==> src/rtl/msac_pkg.sv <==
`default_nettype none
// ----------------------------------------------------------------------------
// msac_pkg: shared types and constants of the masked signature classifier
// Command codes, stream packing, the queued operation and the result word.
// ----------------------------------------------------------------------------
package msac_pkg;

    localparam int DATA_IN_W  = 224;
    localparam int DATA_OUT_W = 24;
    localparam int CFG_W      = 6;

    localparam logic [1:0] CMD_SIG_WR   = 2'd0;
    localparam logic [1:0] CMD_APP_WR   = 2'd1;
    localparam logic [1:0] CMD_CLASSIFY = 2'd2;

    localparam int Q_DEPTH = 2;
    localparam int Q_PTR_W = 1;
    localparam int Q_CNT_W = 2;

    typedef enum logic [1:0] {
        KIND_SIG_WR,
        KIND_APP_WR,
        KIND_PASS,
        KIND_SCAN
    } op_kind_t;

    // sig carries the payload bytes for classify operations
    typedef struct packed {
        op_kind_t    kind;
        logic [4:0]  app_slot;
        logic [2:0]  feature_slot;
        logic        slot_valid;
        logic [63:0] sig;
        logic [63:0] mask;
        logic [15:0] app_id;
        logic        detect_enable;
        logic        pass_next;
    } op_t;

    typedef struct packed {
        logic        analysis_done;
        logic [15:0] app_id_out;
        logic        hit;
        logic        next_stage;
    } res_t;

    typedef struct packed {
        logic scanning;
        logic holding;
    } bk_status_t;

endpackage
`default_nettype wire

==> src/rtl/msac_front.sv <==
`default_nettype none
// ----------------------------------------------------------------------------
// msac_front: command decode and operation queue
// Accepts stream transactions, drops ignored commands, classifies the rest
// into operations and queues them for the back end.
// ----------------------------------------------------------------------------
module msac_front
    import msac_pkg::*;
#(
    parameter int MAX_APPS      = 32,
    parameter int SLOTS_PER_APP = 8
)
(
    input  wire logic                 clk,
    input  wire logic                 rst_n,
    input  wire logic                 s_axis_tvalid,
    output logic                      s_axis_tready,
    input  wire logic [DATA_IN_W-1:0] s_axis_tdata,
    input  wire logic [1:0]           s_axis_tuser,
    input  wire logic                 q_pop,
    output logic                      q_valid,
    output op_t                       q_op
);

    op_t                dec_op;
    logic               dec_keep;
    logic               push;
    op_t                q_mem_reg [Q_DEPTH];
    logic [Q_PTR_W-1:0] wptr_reg, wptr_next;
    logic [Q_PTR_W-1:0] rptr_reg, rptr_next;
    logic [Q_CNT_W-1:0] cnt_reg, cnt_next;

    logic [4:0]  f_app_slot;
    logic [2:0]  f_feature_slot;
    logic        f_needs;
    logic        f_skip_pkt;

    assign f_app_slot     = s_axis_tdata[4:0];
    assign f_feature_slot = s_axis_tdata[7:5];
    assign f_needs        = s_axis_tdata[218];
    assign f_skip_pkt     = s_axis_tdata[219];

    always_comb
    begin
        dec_op.kind          = KIND_PASS;
        dec_op.app_slot      = f_app_slot;
        dec_op.feature_slot  = f_feature_slot;
        dec_op.slot_valid    = s_axis_tdata[8];
        dec_op.sig           = s_axis_tdata[72:9];
        dec_op.mask          = s_axis_tdata[136:73];
        dec_op.app_id        = s_axis_tdata[152:137];
        dec_op.detect_enable = s_axis_tdata[153];
        dec_op.pass_next     = ~f_skip_pkt;
        dec_keep             = 1'b0;
        unique case (s_axis_tuser)
            CMD_SIG_WR:
            begin
                dec_op.kind = KIND_SIG_WR;
                dec_keep    = (f_app_slot < MAX_APPS) && (f_feature_slot < SLOTS_PER_APP);
            end
            CMD_APP_WR:
            begin
                dec_op.kind = KIND_APP_WR;
                dec_keep    = f_app_slot < MAX_APPS;
            end
            CMD_CLASSIFY:
            begin
                dec_op.kind = (f_skip_pkt || !f_needs) ? KIND_PASS : KIND_SCAN;
                dec_op.sig  = s_axis_tdata[217:154];
                dec_keep    = 1'b1;
            end
            default:
            begin
                dec_keep = 1'b0;
            end
        endcase
    end

    assign s_axis_tready = cnt_reg != Q_CNT_W'(Q_DEPTH);
    assign push          = s_axis_tvalid && s_axis_tready && dec_keep;
    assign q_valid       = cnt_reg != '0;
    assign q_op          = q_mem_reg[rptr_reg];

    always_comb
    begin
        wptr_next = push  ? wptr_reg + 1'b1 : wptr_reg;
        rptr_next = q_pop ? rptr_reg + 1'b1 : rptr_reg;
        cnt_next  = cnt_reg + Q_CNT_W'(push) - Q_CNT_W'(q_pop);
    end

    always_ff @(posedge clk or negedge rst_n)
    begin
        if (!rst_n)
        begin
            wptr_reg <= '0;
            rptr_reg <= '0;
            cnt_reg  <= '0;
        end
        else
        begin
            wptr_reg <= wptr_next;
            rptr_reg <= rptr_next;
            cnt_reg  <= cnt_next;
        end
    end

    always_ff @(posedge clk)
    begin
        if (push)
        begin
            q_mem_reg[wptr_reg] <= dec_op;
        end
    end

endmodule
`default_nettype wire

==> config.mk <==
export PLATFORM = sky130hd
export DESIGN_NAME = msac_front
export DESIGN_NICKNAME = d
export VERILOG_FILES = /design/src/rtl/msac_pkg.sv /design/src/rtl/msac_front.sv
export SDC_FILE = /design/constraint.sdc
export NUM_CORES = 1
export LEC_CHECK = 0
export ABC_AREA = 1
export BUFFER_PORTS_ARGS = -buffer_cell sky130_fd_sc_hd__buf_2
export CORE_UTILIZATION = 51
export DETAILED_ROUTE_END_ITERATION = 6
export PLACE_DENSITY = 0.88
export SLEW_MARGIN = 25
export SYNTH_ARGS = -nofsm -noshare
export SYNTH_HDL_FRONTEND = slang
export SYNTH_SLANG_ARGS = --single-unit
export TNS_END_PERCENT = 20
==> constraint.sdc <==
create_clock -name clk -period 8.73 [get_ports clk]
set_clock_uncertainty 0.05 [all_clocks]
set_input_delay 0.873 -clock clk [delete_from_list [all_inputs] [get_ports clk]]
set_output_delay 0.873 -clock clk [all_outputs]
set_load 0.03 [all_outputs]
# Yosys cells after proc, flatten, opt, wreduce, memory -nomap -nowiden
# Memories as Yosys holds them, arrays and structs flattened.
# Index checks and enable logic that the tools add are counted.
[word_totals]
ff_bits = 4
ramBits = 314
in_bits = 230
out_inout_bits = 159
elab_cells = 25
n_memories = 1
[op_classes]
addsub = 4
n_eq_ne = 3
mux = 6
bitwise_logic = 1
n_reduce_logical = 7
[memory_table]
columns = ["name", "words", "word_bits", "rd", "rd_clocked_by_memory_dff", "write_ports", "line", "text"]
rows = [
  ["q_mem_reg", 2, 157, 1, 0, 1, "msac_front.sv:28", "op_t q_mem_reg [Q_DEPTH];"],
]
[ops]
columns = ["cell", "count"]
rows = [
  ["2-to-1 mux 64 bit", 1],
  ["one-hot mux 2 bit (3 select lines)", 1],
  ["2-to-1 mux 1 bit", 4],
  ["OR reduction 3 bit", 1],
  ["adder 1 bit (second input constant)", 2],
  ["adder 2 x 1 -> 2 bit", 1],
  ["equality test 2 x 1 -> 1 bit (second input constant)", 1],
  ["equality test 2 bit (second input constant)", 1],
  ["logical AND 1 bit", 2],
  ["zero test 2 bit", 1],
  ["inequality test 2 bit (second input constant)", 1],
  ["nonzero test 2 bit", 1],
  ["subtractor 2 x 1 -> 2 bit", 1],
  ["zero test 1 bit", 1],
  ["logical OR 1 bit", 1],
  ["inverter 1 bit", 1],
]

# Logic depth before layout (Yosys ltp)
# Gate-level depths: netlist (run 1).
[logic_depth]
ltp_word = 6
ltp_mapped = 8

# Least setup slack after synthesis (run 1)
# No wires, ideal clock.
[synth_path]
path_kind = "input port to flip-flop"
startpoint = "in s_axis_tuser[1]"
endpoint = "mem q_mem_reg[1][0] in the netlist's numbering (enable)"
setup_time_ps = 678
arrival_time_ps = 7645
required_ps = 8002
setup_slack_ps = 357
cell_stages = 3
cell_sequence = "nand2_1 nand3_1 nor2_1"
[synth_via]
elab_chain_cells = 6
elab_cells_between_ends = 8
[synth_lines]
columns = ["element", "line", "text"]
rows = [
  ["start, declared", "msac_front.sv:19", "input wire logic [1:0] s_axis_tuser,"],
  ["equality test 2 bit, or another cell as far along", "msac_front.sv:55", "unique case (s_axis_tuser)"],
  ["OR reduction 3 bit (no source line) (*)", "--", ""],
  ["2-to-1 mux 1 bit (*)", "msac_front.sv:55", ""],
  ["logical AND 1 bit (*)", "msac_front.sv:80", "assign push = s_axis_tvalid && s_axis_tready && dec_keep;"],
  ["2-to-1 mux 1 bit (*)", "msac_front.sv:109", "if (push)"],
  ["2-to-1 mux 1 bit (implied by the code) (*)", "msac_front.sv:111", "q_mem_reg[wptr_reg] <= dec_op;"],
  ["end, declared", "msac_front.sv:28", ""],
]
# Mark *: on every way between the ends. The rest lies on a longest branch, timed or not.

==> impl_metrics.yaml, run 1 <==
clock_network:
  htree_levels: 1
  cts_resized: 0
  clkTransAtPathRegs_ns: 0.06
  cts_setup_buffers: 0
  cts_tree: "built"
  cts_hold_buf: 0
  cts_root_buf: "clkbuf_16"
  cts_buffer_depth: 3
  cts.sinks: 318
  clock_latency_ns: 0.55
  cts_buffers: 31
route:
  drcViolationCount: 0
  ant_nets: 0
  drt_wl_total_mm: 26.50
  vias: 7487
  drt_iter0_drc: 489
  wl_per_cell_um: 17.99
  first_pass_iters: 5
  via_per_inst: 5.083
status:
  status: "completed"
synthesis:
  synth.distinct_cells: 16
  avgSynthCellArea_um2: 17.43
  synth_top_family_by_area: "multiplexers"
  synth_edf_count: 314
  synth_simple_gate_area_frac: 0.06349
  yosys_most_used_dff: "edfxtp_1"
  synth_common_cells: "314 x edfxtp_1, 205 x nand2_1, 101 x mux2_4"
  synth_largest_area_cell: "edfxtp_1"
  ys_seq_area_frac: 0.7439
  synth.area.top_cells: "edfxtp_1 74%, mux2_4 12%, nand2_1 6.0%"
  synthMostInstantiatedCell: "edfxtp_1"
  synthAdderAreaFrac: 0.0009768
  netlist_area_mm2: 0.01281
  synthArstFlopShare: 0.01258
  synth_xor_area_frac: 0.0006837
  synth.top_cell.area_share: 0.7361
  syn-num-nets: 966
  ys_ff_latch: 318
  synthMuxAreaShare: 0.1676
  synth_warnings: 0
  synthCells: 735
  synth_compound_area_frac: 0.0003907
floorplanning:
  initial_core_util: 0.5237
  dieArea_mm2: 0.02576
  io_pins: 389
  fp.dieH_um: 160.5
  num_rows: 57
  coreArea_mm2: 0.02446
  die_w_um: 160.5
setup_path:
  startpoint_type: "register"
  critPathMaxFanout: 62
  critical_path_class: "register to output port"
  worstPathArrival_ns: 3.10
  endpoint_kind: "output port"
  cp.required_ns: 7.81
cells_and_area:
  nNetsFinal: 1357
  largest_reg_flops: 314
  layout-drive-gt1-share: 0.5196
  area_growth_pct: 24.12
grt:
  grt_pass1_vias: 7735
  grt-ovfl-total: 0
  antenna_found_initial: 2
  track_usage: 0.1995
  grt_pass1_wl_mm: 39.74
  grt_max_degree: 77
place:
  place_congestion: 0.7641
  dpl.hpwl_mm: 17.64
  port_buffers: 384
timing:
  hold_viol_final: 0
  maxSlewViolCount: 0
  setup_violations: 0
  slew_headroom: 0.3189
  max_freq_mhz: 248.6
  tns_ns: 0
  fin_crit_sh: 0.4607
  fin_crit_ns: 4.022
  rsz0062_at_grt: "no"
  worst_slew_pin_slew_ns: 1.022
power:
  irDropWorstVdd_v: 0.0002500
  p_leak_nw: 6.667
  power_w: 0.005269
  p_per_area_mw_per_mm2: 331.4
job:
  maxCapViolations: 0
min_path:
  hp-class: "input pin to async pin"
kinds of logic (layout without fill, tap and decap cells):
group / Yosys count / in the layout
adder cells (fa/ha/maj): 1 / 1
XOR/XNOR: 1 / 1
buffers and inverters: 42 / 454
multiplexers: 157 / 157
AND/OR/NAND/NOR: 215 / 215
AO/OA/AOI/OAI: 1 / 1
other: 0 / 2
flip-flops: 318 / 318
cell usage in the layout (no fill, tap or decap), drive strengths merged:
| cell type | n |
|---|---|
| o21ai | 1 |
| nor2 | 6 |
| inv | 10 |
| xor2 | 1 |
| clkinvlp | 1 |
| clkbuf | 35 |
| bufinv | 2 |
| edfxtp | 314 |
| dfrtp | 4 |
| buf | 391 |
| nand3 | 3 |
| nand2 | 205 |
| mux2 | 157 |
| clkinv | 15 |
| diode | 2 |
| ha | 1 |
| nand4 | 1 |
power breakdown:
part           switching (W)  internal [W]
combinational        0.00119      0.000718
sequential          0.000121       0.00200
clock               0.000532      0.000704
total                0.00184       0.00343
layer usage:
layer / wire length (um) / track usage
met1: 9494 / 0.2201
met2: 13750 / 0.3625
met3: 1978 / 0.04675
met4: 1272 / 0.09264
met5: 0 / 0
worst max-delay path, cell delays in order, from the launching register on:
cell and delay, ns:
dfrtp_4 0.98, buf_4 0.88, mux2_2 0.43, buf_2 0.19
final cells by class:
cell class,count,area [um^2]
antenna,2,5.005
multi-input combinational,375,3004
inverter,9,36.28
fill,1676,8563
sequential,318,9533
clock inverter,19,150.1
tap,324,405.4
timing repair buffer,391,1974
clock buffer,35,790.8
path summary, 6_finish.rpt:
| check | startpoint | endpoint | slack [ns] | depth (start not counted) |
|---|---|---|---|---|
| setup / recovery | rptr_reg$_DFFE_PN0P_ | q_op[11] | 4.71 | 3 |
| hold / removal | rst_n | cnt_reg[1]$_DFF_PN0_ | 0.06 | 1 |
| setup reg to reg | cnt_reg[0]$_DFF_PN0_ | q_mem_reg[0][35]$_DFFE_PP_ | 6.16 | 5 |
| hold reg to reg | wptr_reg$_DFFE_PN0P_ | wptr_reg$_DFFE_PN0P_ | 0.55 | 2 |
| max in group asynchronous | rst_n | rptr_reg$_DFFE_PN0P_ | 8.43 | 1 |
| min in group clk | s_axis_tdata[2] | q_mem_reg[1][152]$_DFFE_PP_ | 0.45 | 1 |
stage by stage:
stage          cell area [um^2]  hold slack (ns)  setup slack, ns  instances  utilization
2_1_floorplan             12810           0.4392           0.3566        735            -
3_3_place_gp              14950           0.5078            5.215       1417       0.6112
3_5_place_dp              14950           0.5378            5.246       1417       0.6113
4_1_cts                   15890          0.04475            4.652       1471       0.6497
5_1_grt                   15900          0.04450            4.531       1472       0.6498
6_report                  15900          0.06201            4.708       1473       0.6499
Note: power is estimated with default switching activity, not from simulation.
==> run 2, diff against run 1 <==
--- a/config.mk
+++ b/config.mk
@@ -5,11 +5,11 @@
 export SDC_FILE = /design/constraint.sdc
 export NUM_CORES = 1
 export LEC_CHECK = 0
-export ABC_AREA = 1
+export ABC_AREA = 0
 export BUFFER_PORTS_ARGS = -buffer_cell sky130_fd_sc_hd__buf_2
-export CORE_UTILIZATION = 51
+export CORE_UTILIZATION = 52
 export DETAILED_ROUTE_END_ITERATION = 6
-export PLACE_DENSITY = 0.88
+export PLACE_DENSITY = 0.89
 export SLEW_MARGIN = 25
 export SYNTH_ARGS = -nofsm -noshare
 export SYNTH_HDL_FRONTEND = slang
==> constraint.sdc (replaced) <==
create_clock -name clk -period 4.2 [get_ports clk]
set_clock_uncertainty 0.05 [all_clocks]
set_input_delay 0.42 -clock clk [delete_from_list [all_inputs] [get_ports clk]]
set_output_delay 0.42 -clock clk [all_outputs]
set_load 0.03 [all_outputs]
==> impl_metrics.yaml, run 2 <==
cells_and_area:
  area_growth_pct: 28.42
  final_common_cell: "buf_2"
  layout_common_cells: "384 x buf_2, 314 x edfxtp_1, 149 x mux2_4"
  largest_reg_flops: 314
  layout-drive-gt1-share: 0.6277
  layout.cells.non_filler: 1385
  nNetsFinal: 1270
  antennaDiodeCount: 0
synthesis:
  ys_seq_area_frac: 0.7318
  synth.top_cell.area_share: 0.7241
  netlist_area_mm2: 0.01302
  synth.distinct_cells: 23
  synth_common_cells: "314 x edfxtp_1, 149 x mux2_4, 71 x mux2_2"
  synth_largest_area_cell: "edfxtp_1"
  synthCells: 584
  yosys_most_used_dff: "edfxtp_1"
  avgSynthCellArea_um2: 22.30
  synth_warnings: 0
  synth.area.top_cells: "edfxtp_1 72%, mux2_4 17%, mux2_2 6.1%"
  synthMostInstantiatedCell: "edfxtp_1"
  ys_ff_latch: 318
  synthArstFlopShare: 0.01258
  synth_edf_count: 314
  syn-num-nets: 815
power:
  irDropWorstVdd_v: 0.0004366
  p_per_area_mw_per_mm2: 670.8
  p_leak_nw: 6.773
  power_w: 0.01122
setup_path:
  endpoint_kind: "output port"
  r2r_setup_slack_ns: 1.98
  critical_path_class: "register to output port"
  reg2reg_from: "cnt_reg[1]$_DFF_PN0_"
  worst_r2r_endpoint: "q_mem_reg[0][128]$_DFFE_PP_"
  critPathMaxFanout: 31
  cp.required_ns: 3.73
  reg2regPathDepth: 4
  worstPathArrival_ns: 2.38
  startpoint_type: "register"
timing:
  fin_crit_sh: 0.6792
  tns_ns: 0
  slew_headroom: 0.3477
  hold_viol_final: 0
  worst_slew_pin_slew_ns: 0.9785
  setup_slack_ns: 1.347
  maxSlewViolCount: 0
  rsz0062_at_grt: "no"
  max_freq_mhz: 350.5
  setup_violations: 0
  fin_crit_ns: 2.853
  whs_ns: 0.02912
floorplanning:
  num_rows: 57
  fp.dieH_um: 160.2
  io_pins: 389
  initial_core_util: 0.5323
  die_w_um: 160.2
  dieArea_mm2: 0.02568
  coreArea_mm2: 0.02446
clock_network:
  cts_tree: "built"
  cts_setup_buffers: 0
  cts_hold_buf: 55
  cts_buffer_depth: 3
  cts_root_buf: "clkbuf_16"
  htree_levels: 1
  cts.sinks: 318
  cts_buffers: 31
  clock_latency_ns: 0.54
  clkTransAtPathRegs_ns: 0.06
  cts_resized: 0
grt:
  grt_max_degree: 94
  track_usage: 0.2053
  grt-ovfl-total: 0
  grt_pass1_wl_mm: 40.44
  grt_pass1_vias: 7631
  antenna_found_initial: 0
job:
  maxCapViolations: 0
place:
  post-place-ws_ns: 1.809
  place_congestion: 0.7696
  port_buffers: 384
  dp_cells: 1275
  dpl.hpwl_mm: 17.11
route:
  drt_iter0_drc: 432
  drcViolationCount: 0
  vias: 7036
  via_per_inst: 5.080
  drt_wl_total_mm: 26.63
  ant_nets: 0
  wl_per_cell_um: 19.23
  first_pass_iters: 4
min_path:
  hp-start: "s_axis_tdata[88]"
  hp-class: "input pin to register"
  hold_depth: 1
  min_to: "q_mem_reg[0][33]$_DFFE_PP_"
status:
  status: "completed"
## run 2: changes by cell type after synthesis, moves of 4 or more
cell / change
buf_12: +6
buf_2: -12
inv_1: -6
mux2_2: +15
mux2_4: +48
nand2_1: -204
nor2_1: -4
## run 2: worst max-delay path by stage
stage,from,to,slack [ns],cells past startpoint
floorplan,cnt_reg[1]$_DFF_PN0_,q_mem_reg[0][0]$_DFFE_PP_,-1.35,3
global placement,s_axis_tuser[1],q_mem_reg[0][64]$_DFFE_PP_,1.83,5
detailed placement,s_axis_tuser[1],q_mem_reg[0][12]$_DFFE_PP_,1.81,5
CTS,rptr_reg$_DFFE_PN0P_,q_op[17],1.31,3
global route,rptr_reg$_DFFE_PN0P_,q_op[25],1.24,3
finish,rptr_reg$_DFFE_PN0P_,q_op[25],1.35,3
## run 2: cell type report
type | instances | area, um^2
clock inverter | 20 | 205.2
sequential | 318 | 9533
clock buffer | 35 | 790.8
tap | 324 | 405.4
fill | 1512 | 7740
multi-input combinational | 237 | 3187
inverter | 3 | 11.26
timing repair buffer | 448 | 2590
## run 2: worst max-delay path, stage by stage (launching register included)
cell	delay [ns]
dfrtp_4	0.70
buf_4	0.54
mux2_2	0.39
buf_2	0.18
## run 2: cell families after synthesis
family          after synthesis  synth area share
compound gates                1         0.0006727
xor+xnor                      5          0.003364
fa+ha+maj                     1         0.0009607
buf+inv                      29           0.02460
flops                       318            0.7318
mux                         221            0.2341
simple gates                  9          0.004516
## run 2: per-stage QoR
| step | instance area, um^2 | util |
|---|---|---|
| 2_1_floorplan | 13030 | - |
| 3_3_place_gp | 15180 | 0.6204 |
| 3_5_place_dp | 15180 | 0.6204 |
| 4_1_cts | 16720 | 0.6836 |
| 5_1_grt | 16720 | 0.6836 |
| 6_report | 16720 | 0.6836 |
## run 2: layer usage
| metal | up-vias | GRT usage | share of wire |
|---|---|---|---|
| li1 | 3210 | - | - |
| met1 | 3456 | 0.2244 | 0.36 |
| met2 | 312 | 0.3874 | 0.54 |
| met3 | 58 | 0.04649 | 0.070 |
| met4 | 0 | 0.07229 | 0.031 |
| met5 | - | 0 | 0 |
## run 2: power by group
part	total [W]	switching, W	internal, W
Sequential	0.00438	0.000200	0.00418
Clock	0.00270	0.00111	0.00159
Combinational	0.00414	0.00254	0.00160
Total	0.0112	0.00385	0.00737
